`src/sv/mpms_pkg.sv`:
```
// Package with shared types and constants of the meter poll and mode-seek supervisor.
`default_nettype none
package mpms_pkg;

   // Width of the event timestamp field.
   localparam int NOW_W = 32;
   // Default width of internal time arithmetic.
   localparam int TIME_BITS_DEF = 32;

   // Configuration register widths.
   localparam int POLL_W  = 13;
   localparam int GAP_W   = 16;
   localparam int COUNT_W = 4;
   localparam int FLOOR_W = 16;
   localparam int CSR_W   = 16;
   localparam int DEAD_W  = 16;

   // Poll interval clamp and staleness multiplier.
   localparam logic [POLL_W-1:0] POLL_MIN    = 13'd50;
   localparam logic [POLL_W-1:0] POLL_MAX    = 13'd5000;
   localparam logic [DEAD_W-1:0] STALE_POLLS = 16'd5;

   // Configuration reset values.
   localparam logic [POLL_W-1:0]  POLL_RST  = 13'd100;
   localparam logic [GAP_W-1:0]   GAP_RST   = 16'd300;
   localparam logic [COUNT_W-1:0] PRESS_RST = 4'd5;
   localparam logic [FLOOR_W-1:0] FLOOR_RST = 16'd500;

   // Configuration register indexes.
   typedef enum logic [1:0] {
      CSR_POLL_INTERVAL = 2'd0,
      CSR_PRESS_GAP     = 2'd1,
      CSR_MAX_PRESSES   = 2'd2,
      CSR_STALE_FLOOR   = 2'd3
   } csr_index_type;

   // Event kinds.
   typedef enum logic [2:0] {
      KIND_TICK  = 3'd0,
      KIND_FRAME = 3'd1,
      KIND_SEEK  = 3'd2,
      KIND_STOP  = 3'd3,
      KIND_ERROR = 3'd4
   } kind_type;

   // Commands sent to the meter.
   typedef enum logic [1:0] {
      CMD_NONE  = 2'd0,
      CMD_PRESS = 2'd1,
      CMD_POLL  = 2'd2
   } command_type;

   // Meter mode meaning "unknown" or "no seek pending".
   localparam logic [1:0] MODE_NONE = 2'd3;

   // Current configuration register contents.
   typedef struct packed {
      logic [POLL_W-1:0]  poll_interval_ms;
      logic [GAP_W-1:0]   press_gap_ms;
      logic [COUNT_W-1:0] max_presses;
      logic [FLOOR_W-1:0] stale_floor_ms;
   } cfg_type;

   // One request.
   typedef struct packed {
      logic [2:0]       kind;
      logic [NOW_W-1:0] now_ms;
      logic [1:0]       frame_mode;
      logic [1:0]       target_mode;
   } req_item_type;

   // One response.
   typedef struct packed {
      logic [1:0] command;
      logic       alive;
      logic       alive_changed;
      logic       seek_failed;
      logic [1:0] failed_target;
   } rsp_item_type;

endpackage
`default_nettype wire

```
`src/sv/mpms_req_if.sv`:
```
// Request channel interface of the meter poll and mode-seek supervisor.
`default_nettype none
interface mpms_req_if;
   logic                        valid;
   logic                        ready;
   logic [2:0]                  kind;
   logic [mpms_pkg::NOW_W-1:0]  now_ms;
   logic [1:0]                  frame_mode;
   logic [1:0]                  target_mode;

   modport source (output valid, kind, now_ms, frame_mode, target_mode, input ready);
   modport sink   (input valid, kind, now_ms, frame_mode, target_mode, output ready);
endinterface
`default_nettype wire

```
`src/sv/mpms_rsp_if.sv`:
```
// Response channel interface of the meter poll and mode-seek supervisor.
`default_nettype none
interface mpms_rsp_if;
   logic       valid;
   logic       ready;
   logic [1:0] command;
   logic       alive;
   logic       alive_changed;
   logic       seek_failed;
   logic [1:0] failed_target;

   modport source (output valid, command, alive, alive_changed, seek_failed, failed_target,
                   input ready);
   modport sink   (input valid, command, alive, alive_changed, seek_failed, failed_target,
                   output ready);
endinterface
`default_nettype wire

```
`src/sv/mpms_csr.sv`:
```
// Configuration registers of the meter poll and mode-seek supervisor.
`default_nettype none
module mpms_csr (
   input  wire logic                        clock,
   input  wire logic                        reset,
   input  wire logic                        csr_we,
   input  wire logic [1:0]                  csr_index,
   input  wire logic [mpms_pkg::CSR_W-1:0]  csr_wdata,
   output mpms_pkg::cfg_type                cfg
);

   mpms_pkg::cfg_type cfg_ff, cfg_in;

   // Decode the write index and truncate data to the register width.
   always_comb begin
      cfg_in = cfg_ff;
      if (csr_we) begin
         case (mpms_pkg::csr_index_type'(csr_index))
            mpms_pkg::CSR_POLL_INTERVAL:
               cfg_in.poll_interval_ms = csr_wdata[mpms_pkg::POLL_W-1:0];
            mpms_pkg::CSR_PRESS_GAP:
               cfg_in.press_gap_ms = csr_wdata[mpms_pkg::GAP_W-1:0];
            mpms_pkg::CSR_MAX_PRESSES:
               cfg_in.max_presses = csr_wdata[mpms_pkg::COUNT_W-1:0];
            mpms_pkg::CSR_STALE_FLOOR:
               cfg_in.stale_floor_ms = csr_wdata[mpms_pkg::FLOOR_W-1:0];
            default: cfg_in = cfg_ff;
         endcase
      end
   end

   always_ff @(posedge clock) begin
      if (reset) begin
         cfg_ff.poll_interval_ms <= mpms_pkg::POLL_RST;
         cfg_ff.press_gap_ms     <= mpms_pkg::GAP_RST;
         cfg_ff.max_presses      <= mpms_pkg::PRESS_RST;
         cfg_ff.stale_floor_ms   <= mpms_pkg::FLOOR_RST;
      end else begin
         cfg_ff <= cfg_in;
      end
   end

   assign cfg = cfg_ff;

endmodule
`default_nettype wire

```
`src/sv/mpms_core.sv`:
```
// Supervisor state and the per-request update logic.
`default_nettype none
module mpms_core #(
   parameter int TIME_BITS = mpms_pkg::TIME_BITS_DEF
) (
   input  wire logic                   clock,
   input  wire logic                   reset,
   input  wire mpms_pkg::cfg_type      cfg,
   input  wire logic                   step,
   input  wire mpms_pkg::req_item_type item,
   output mpms_pkg::rsp_item_type      result
);

   logic [1:0]                      seek_target_ff, seek_target_in;
   logic [mpms_pkg::COUNT_W-1:0]    press_count_ff, press_count_in;
   logic [TIME_BITS-1:0]            last_press_ff, last_press_in;
   logic [TIME_BITS-1:0]            last_good_ff, last_good_in;
   logic                            alive_ff, alive_in;
   logic [1:0]                      current_mode_ff, current_mode_in;

   logic [TIME_BITS+mpms_pkg::NOW_W-1:0] now_ext;
   logic [TIME_BITS-1:0]            now_t;
   logic [TIME_BITS-1:0]            good_age;
   logic [TIME_BITS-1:0]            press_age;
   logic [mpms_pkg::POLL_W-1:0]     poll_sat;
   logic [mpms_pkg::DEAD_W-1:0]     poll_dead;
   logic [mpms_pkg::DEAD_W-1:0]     deadline;
   logic                            stale;
   logic                            gap_passed;

   // Timestamp reduced to the internal time width.
   assign now_ext = {{TIME_BITS{1'b0}}, item.now_ms};
   assign now_t   = now_ext[TIME_BITS-1:0];

   // Ages since the last good frame and the last press, modulo the time width.
   assign good_age  = now_t - last_good_ff;
   assign press_age = now_t - last_press_ff;

   // No-frame deadline: max(stale floor, five clamped poll intervals).
   always_comb begin
      poll_sat = cfg.poll_interval_ms;
      if (poll_sat < mpms_pkg::POLL_MIN) poll_sat = mpms_pkg::POLL_MIN;
      if (poll_sat > mpms_pkg::POLL_MAX) poll_sat = mpms_pkg::POLL_MAX;
      poll_dead = mpms_pkg::DEAD_W'(poll_sat) * mpms_pkg::STALE_POLLS;
      deadline  = (cfg.stale_floor_ms > poll_dead) ? cfg.stale_floor_ms : poll_dead;
   end

   assign stale      = good_age > TIME_BITS'(deadline);
   assign gap_passed = press_age >= TIME_BITS'(cfg.press_gap_ms);

   // Next state and response for the request in the input register.
   always_comb begin
      seek_target_in  = seek_target_ff;
      press_count_in  = press_count_ff;
      last_press_in   = last_press_ff;
      last_good_in    = last_good_ff;
      alive_in        = alive_ff;
      current_mode_in = current_mode_ff;
      result.command       = mpms_pkg::CMD_NONE;
      result.seek_failed   = 1'b0;
      result.failed_target = 2'd0;

      case (item.kind)
         mpms_pkg::KIND_TICK: begin
            if (alive_ff && stale) alive_in = 1'b0;
            result.command = mpms_pkg::CMD_POLL;
            if (seek_target_ff != mpms_pkg::MODE_NONE && gap_passed) begin
               if (current_mode_ff == seek_target_ff) begin
                  seek_target_in = mpms_pkg::MODE_NONE;
                  press_count_in = '0;
               end else if (press_count_ff >= cfg.max_presses) begin
                  result.seek_failed   = 1'b1;
                  result.failed_target = seek_target_ff;
                  seek_target_in       = mpms_pkg::MODE_NONE;
                  press_count_in       = '0;
               end else begin
                  last_press_in  = now_t;
                  press_count_in = press_count_ff + 1'b1;
                  result.command = mpms_pkg::CMD_PRESS;
               end
            end
         end
         mpms_pkg::KIND_FRAME: begin
            current_mode_in = item.frame_mode;
            last_good_in    = now_t;
            alive_in        = 1'b1;
         end
         mpms_pkg::KIND_SEEK: begin
            seek_target_in = item.target_mode;
            press_count_in = '0;
            last_press_in  = '0;
         end
         mpms_pkg::KIND_STOP: begin
            seek_target_in = mpms_pkg::MODE_NONE;
            press_count_in = '0;
            alive_in       = 1'b0;
         end
         mpms_pkg::KIND_ERROR: begin
            alive_in = 1'b0;
         end
         default: begin
            // Unused kinds leave the state alone.
            alive_in = alive_ff;
         end
      endcase

      result.alive         = alive_in;
      result.alive_changed = alive_in ^ alive_ff;
   end

   // State advances only when the request moves to the result register.
   always_ff @(posedge clock) begin
      if (reset) begin
         seek_target_ff  <= mpms_pkg::MODE_NONE;
         press_count_ff  <= '0;
         last_press_ff   <= '0;
         last_good_ff    <= '0;
         alive_ff        <= 1'b0;
         current_mode_ff <= mpms_pkg::MODE_NONE;
      end else if (step) begin
         seek_target_ff  <= seek_target_in;
         press_count_ff  <= press_count_in;
         last_press_ff   <= last_press_in;
         last_good_ff    <= last_good_in;
         alive_ff        <= alive_in;
         current_mode_ff <= current_mode_in;
      end
   end

endmodule
`default_nettype wire

```
`src/sv/meter_poll_mode_seeker.sv`:
```
// Top level of the meter poll and mode-seek supervisor.
// Each request (tick, good frame, seek, stop or link error) is captured in an input
// register, evaluated against the supervisor state combinationally, and its single
// response is held in an output register until taken. While the response side is
// ready the block sustains one request per clock cycle; a response is presented once
// its request has passed from the input register into the output register. While a
// finished response waits, an empty input register still takes one more request;
// the request side stalls only when both registers are full.
// Configuration writes take effect on the next cycle and should be made while no
// request is in flight.
`default_nettype none
module meter_poll_mode_seeker #(
   parameter int TIME_BITS = mpms_pkg::TIME_BITS_DEF
) (
   input  wire logic                        clock,
   input  wire logic                        reset,
   mpms_req_if.sink                         req,
   mpms_rsp_if.source                       rsp,
   input  wire logic                        csr_we,
   input  wire logic [1:0]                  csr_index,
   input  wire logic [mpms_pkg::CSR_W-1:0]  csr_wdata
);

   mpms_pkg::cfg_type      cfg;
   mpms_pkg::req_item_type in_item_ff, in_item_in;
   mpms_pkg::rsp_item_type out_item_ff, out_item_in;
   mpms_pkg::rsp_item_type result;
   logic                   in_valid_ff, in_valid_in;
   logic                   out_valid_ff, out_valid_in;
   logic                   req_fire;
   logic                   advance;

   mpms_csr u_csr (
      .clock     (clock),
      .reset     (reset),
      .csr_we    (csr_we),
      .csr_index (csr_index),
      .csr_wdata (csr_wdata),
      .cfg       (cfg)
   );

   mpms_core #(
      .TIME_BITS (TIME_BITS)
   ) u_core (
      .clock  (clock),
      .reset  (reset),
      .cfg    (cfg),
      .step   (advance),
      .item   (in_item_ff),
      .result (result)
   );

   // Handshake control of the two register stages.
   assign advance   = in_valid_ff && (!out_valid_ff || rsp.ready);
   assign req.ready = !in_valid_ff || advance;
   assign req_fire  = req.valid && req.ready;

   always_comb begin
      in_valid_in  = req_fire || (in_valid_ff && !advance);
      out_valid_in = advance || (out_valid_ff && !rsp.ready);
      in_item_in   = in_item_ff;
      out_item_in  = out_item_ff;
      if (req_fire) begin
         in_item_in.kind        = req.kind;
         in_item_in.now_ms      = req.now_ms;
         in_item_in.frame_mode  = req.frame_mode;
         in_item_in.target_mode = req.target_mode;
      end
      if (advance) out_item_in = result;
   end

   // Valid flags reset; payload registers just load.
   always_ff @(posedge clock) begin
      if (reset) begin
         in_valid_ff  <= 1'b0;
         out_valid_ff <= 1'b0;
      end else begin
         in_valid_ff  <= in_valid_in;
         out_valid_ff <= out_valid_in;
      end
      in_item_ff  <= in_item_in;
      out_item_ff <= out_item_in;
   end

   // Response port.
   assign rsp.valid         = out_valid_ff;
   assign rsp.command       = out_item_ff.command;
   assign rsp.alive         = out_item_ff.alive;
   assign rsp.alive_changed = out_item_ff.alive_changed;
   assign rsp.seek_failed   = out_item_ff.seek_failed;
   assign rsp.failed_target = out_item_ff.failed_target;

endmodule
`default_nettype wire

```
`src/flat_wrapper.sv`:
```
// flat-port wrapper written by rule: the top's interface ports become plain ports
module meter_poll_mode_seeker_flat 
#(
   parameter int TIME_BITS = mpms_pkg::TIME_BITS_DEF
)
  (clock, reset, csr_we, csr_index, csr_wdata, req_valid, req_kind, req_now_ms, req_frame_mode, req_target_mode, req_ready, rsp_valid, rsp_command, rsp_alive, rsp_alive_changed, rsp_seek_failed, rsp_failed_target, rsp_ready);
  mpms_req_if req_i ();
  mpms_rsp_if rsp_i ();
  input  wire logic clock;
  input  wire logic reset;
  input  wire logic csr_we;
  input  wire logic [1:0] csr_index;
  input  wire logic [mpms_pkg::CSR_W-1:0] csr_wdata;
  input wire logic [$bits(req_i.valid)-1:0] req_valid;
  input wire logic [$bits(req_i.kind)-1:0] req_kind;
  input wire logic [$bits(req_i.now_ms)-1:0] req_now_ms;
  input wire logic [$bits(req_i.frame_mode)-1:0] req_frame_mode;
  input wire logic [$bits(req_i.target_mode)-1:0] req_target_mode;
  output wire logic [$bits(req_i.ready)-1:0] req_ready;
  output wire logic [$bits(rsp_i.valid)-1:0] rsp_valid;
  output wire logic [$bits(rsp_i.command)-1:0] rsp_command;
  output wire logic [$bits(rsp_i.alive)-1:0] rsp_alive;
  output wire logic [$bits(rsp_i.alive_changed)-1:0] rsp_alive_changed;
  output wire logic [$bits(rsp_i.seek_failed)-1:0] rsp_seek_failed;
  output wire logic [$bits(rsp_i.failed_target)-1:0] rsp_failed_target;
  input wire logic [$bits(rsp_i.ready)-1:0] rsp_ready;
  assign req_i.valid = req_valid;
  assign req_i.kind = req_kind;
  assign req_i.now_ms = req_now_ms;
  assign req_i.frame_mode = req_frame_mode;
  assign req_i.target_mode = req_target_mode;
  assign req_ready = req_i.ready;
  assign rsp_valid = rsp_i.valid;
  assign rsp_command = rsp_i.command;
  assign rsp_alive = rsp_i.alive;
  assign rsp_alive_changed = rsp_i.alive_changed;
  assign rsp_seek_failed = rsp_i.seek_failed;
  assign rsp_failed_target = rsp_i.failed_target;
  assign rsp_i.ready = rsp_ready;
  meter_poll_mode_seeker #(.TIME_BITS(TIME_BITS)) u_core (.clock(clock), .reset(reset), .req(req_i), .rsp(rsp_i), .csr_we(csr_we), .csr_index(csr_index), .csr_wdata(csr_wdata));
endmodule
```
`config.mk`:
```
export PLATFORM = sky130hd
export DESIGN_NAME = meter_poll_mode_seeker_flat
export DESIGN_NICKNAME = d
export VERILOG_FILES = /design/src/sv/mpms_pkg.sv /design/src/sv/mpms_req_if.sv /design/src/sv/mpms_rsp_if.sv /design/src/sv/mpms_csr.sv /design/src/sv/mpms_core.sv /design/src/sv/meter_poll_mode_seeker.sv /design/src/flat_wrapper.sv
export SDC_FILE = /design/constraint.sdc
export NUM_CORES = 1
export LEC_CHECK = 0
export BUFFER_PORTS_ARGS = -buffer_cell sky130_fd_sc_hd__buf_4
export CORE_ASPECT_RATIO = 1.4
export CORE_MARGIN = 3
export CORE_UTILIZATION = 45
export CTS_BUF_LIST = sky130_fd_sc_hd__clkbuf_8
export DETAILED_ROUTE_END_ITERATION = 7
export PLACE_DENSITY_LB_ADDON = 0.25
export SLEW_MARGIN = 10
export SYNTH_ARGS = -nofsm -noshare
export SYNTH_HDL_FRONTEND = slang
export SYNTH_SLANG_ARGS = --single-unit
export TNS_END_PERCENT = 50
```
`constraint.sdc`:
```
create_clock -name clock -period 14.4 [get_ports clock]
set_input_delay 1.44 -clock clock [delete_from_list [all_inputs] [get_ports clock]]
set_output_delay 1.44 -clock clock [all_outputs]
set_load 0.05 [all_outputs]
```
==> impl_metrics.json <==
{
  "grt_pass1_wl_um": 53100,
  "critPathMaxFanout": 16,
  "ys.flop_type": "dfxtp_1",
  "final_core_util_pct": 50.4,
  "p_per_area_mw_per_mm2": 85.8,
  "synthCells": 1556,
  "setup_ws_ns": 5.29,
  "crit_family": "compound AO/OA/AOI/OAI gates",
  "cp_slowest_cell": "a32o_1",
  "cts_hold_buf": 0,
  "crit_type": "flip-flop to flip-flop",
  "intPower_mw": 0.783,
  "rows": 71,
  "fin_skew_ns": 0.0249,
  "num_vias": 11000,
  "maxCapViolations": 0,
  "critPathArrivalTime_ns": 9.33,
  "rr_worst_depth": 35,
  "cts.clk_slew.worst_paths_ns": 0.10,
  "drc_errors": 0,
  "start_kind": "flip-flop",
  "r2r-end": "u_core.rsp.alive_changed",
  "cts_resized": 0,
  "cp.required_ns": 14.63,
  "multi_input_area_sq_mm": 0.00796,
  "timing.hold.ws_ns": 0.458,
  "wl_per_cell_um": 16.6,
  "p_total_mw": 1.18,
  "hold_end": "u_core.u_core.last_good_ff[19]",
  "ys_warn_count": 0,
  "clk_root_buffer_cell": "clkbuf_8",
  "numPortBuffers": 70,
  "seq_area_sq_mm": 0.00386,
  "nFillCells": 2654,
  "cp_slowest_stage_delay_ns": 0.65,
  "nets": 1792,
  "r2r_setup_slack_ns": 5.29,
  "synth_cell_types": 88,
  "yosysTopAreaCellShare_pct": 19.7,
  "p_leak_nw": 5.70,
  "yosysMostFrequentCell": "nand2_1",
  "synthesis.nets": 1758,
  "die_y_um": 204,
  "fmax_mhz": 110,
  "whs_path_depth": 2,
  "switchingPower_mw": 0.395,
  "fin_setup_tns_ns": 0,
  "fp.dieW_um": 148,
  "synth_area_leaders": "dfxtp_1 (20%), ha_1 (14%), edfxtp_1 (11%)",
  "yosysTopAreaCell": "dfxtp_1",
  "synth_common_cells": "nand2_1 (259), a21oi_1 (161), ha_1 (137), inv_1 (136), dfxtp_1 (124)",
  "grt-ovfl-total": 0,
  "seq_power_share_pct": 44.7,
  "place_ws_ns": 5.37,
  "start_util_pct": 46.3,
  "critPathCaptureType": "flip-flop",
  "drtAntennaViolNets": 0,
  "wl_um": 32700,
  "slew_viol_final": 0,
  "fin_crit_sh_pct": 63.2,
  "dp_hpwl_um": 25200,
  "swShare_pct": 33.5,
  "ys_seq_area_share_pct": 30.6,
  "grt_antenna_before_repair": 0,
  "grt_usage_pct": 21.7,
  "diodes": 0,
  "rsz0062_at_grt": "no",
  "startpoint": "u_core.u_csr.cfg[48]",
  "avgSynthCellArea_sq_um": 8.12,
  "synth_edf_count": 46,
  "setup_viol": 0,
  "cts_setup_buffers": 0,
  "core_area_sq_mm": 0.0273,
  "status": "finished, final reports clean",
  "slew_headroom_pct": 30.5,
  "die_area_sq_mm": 0.0301,
  "h-tree-depth": 4,
  "clk_latency_ns": 0.47,
  "power_frac_comb_pct": 26.8,
  "hold_class": "flip-flop to flip-flop",
  "syn-cell-area_sq_mm": 0.0126,
  "pwr-share-clk_pct": 28.5,
  "layout-drive-gt1-share_pct": 8.92,
  "first_global_vias": 10500,
  "max-vdd-ir-drop_mv": 0.0794,
  "ctsLongestPathBuffers": 2,
  "vias_per_cell": 5.58,
  "r2r-start": "u_core.u_csr.cfg[48]",
  "cts_buffers": 17,
  "tritoncts": "yes",
  "worst_pin_slew_ns": 1.04,
  "syn_to_final_growth_pct": 8.80,
  "boundaryPins": 71,
  "finalCriticalPeriod_ns": 9.11,
  "drt_iter0_drc": 556,
  "grt_max_degree": 95,
  "ys_async_sr_fraction_pct": 0,
  "gp_congestion": 0.915,
  "ys_ff_latch": 170,
  "cts_sinks": 170,
  "crit_buf_inv": 1,
  "holdCritStartpoint": "u_core.u_core.last_good_ff[19]",
  "drt_pass1_iterations": 5,
  "finalHoldViolations": 0
}
## sequential cells by signal, summed over array words and instances, names as in the netlist, 2 cells and up
register,count
u_core.u_core.press_count_ff,4
u_core.u_core.seek_target_ff,2
u_core.rsp.command,2
u_core.in_item_ff,39
u_core.u_csr.cfg,49
u_core.u_core.current_mode_ff,2
u_core.u_core.last_press_ff,32
u_core.rsp.failed_target,2
u_core.u_core.last_good_ff,32
## area by class of cell
type                            instances  area share, %
Multi-Input combinational cell       1188           57.9
Sequential cell                       170           28.1
Timing Repair Buffer                   76           4.15
Inverter                              137           3.74
Tap cell                              365           3.32
Clock buffer                           17           1.70
Clock inverter                         15           1.03
## layer usage
metal	wire (um)	up-vias	track usage, %
met4	1100	0	7.66
li1	-	5552	-
met3	1230	56	2.64
met2	16400	245	38.9
met1	14000	5129	26.8
met5	0	-	0
## stage by stage
stage | cells | instance area (sq um)
2_1_floorplan | 1556 | 12600
3_3_place_gp | 1936 | 13400
3_5_place_dp | 1936 | 13400
4_1_cts | 1968 | 13700
5_1_grt | 1968 | 13700
6_report | 1968 | 13700
## power by group through the flow
stage / clock (mW) / combinational (mW) / sequential [mW]
after floorplan: 0 / 0.234 / 0.532
after global placement: 0 / 0.306 / 0.537
after detailed placement: 0 / 0.313 / 0.537
after CTS: 0.348 / 0.315 / 0.527
after global routing: 0.367 / 0.355 / 0.528
final: 0.336 / 0.316 / 0.527
## worst max path at each step
stage                     slack, ns  depth (start not counted)                        to
after detailed placement       5.37                         35  u_core.rsp.alive_changed
after global placement         5.65                         35  u_core.rsp.alive_changed
after floorplan                6.80                         37  u_core.rsp.alive_changed
final                          5.29                         35  u_core.rsp.alive_changed
after global routing           4.66                         35  u_core.rsp.alive_changed
after CTS                      5.31                         35  u_core.rsp.alive_changed
## placed cells by master (no fill, tap or decap), types with 5 or more instances in the layout
master	Yosys	routed
a211o_1	7	7
a211oi_1	8	8
a21o_1	36	36
a21oi_1	161	161
a31oi_1	8	8
and2_1	14	13
and3_1	6	6
and4_1	7	7
buf_4	0	76
clkbuf_8	0	17
dfxtp_1	124	124
edfxtp_1	46	46
ha_1	137	137
inv_1	136	138
mux2_2	9	9
mux2i_1	46	46
nand2_1	259	259
nand2b_1	54	54
nand3_1	34	34
nand3b_1	18	18
nand4_1	23	23
nor2_1	72	70
nor2b_1	17	17
nor3_1	14	14
nor4_1	9	9
o211ai_1	14	14
o21a_1	13	13
o21ai_0	53	53
o21ai_1	10	10
o21bai_1	5	5
o31ai_1	7	7
or2_2	6	6
xnor2_1	28	28
xor2_1	21	21
## worst min-delay path: cells and delay by family, from the launching register on
kind / cells / cell delay [ns]
flops: 1 / 0.32
simple gates: 1 / 0.05
compound gates: 1 / 0.05
## cells by family after synthesis
| family | Yosys count | share of synthesized area, % |
|---|---|---|
| mux | 57 | 4.63 |
| flops | 170 | 30.6 |
| compound gates | 386 | 19.7 |
| xor+xnor | 49 | 3.40 |
| fa+ha+maj | 140 | 14.1 |
| buf+inv | 198 | 6.43 |
| simple gates | 556 | 21.2 |
Power figures use the tool's default switching activity.
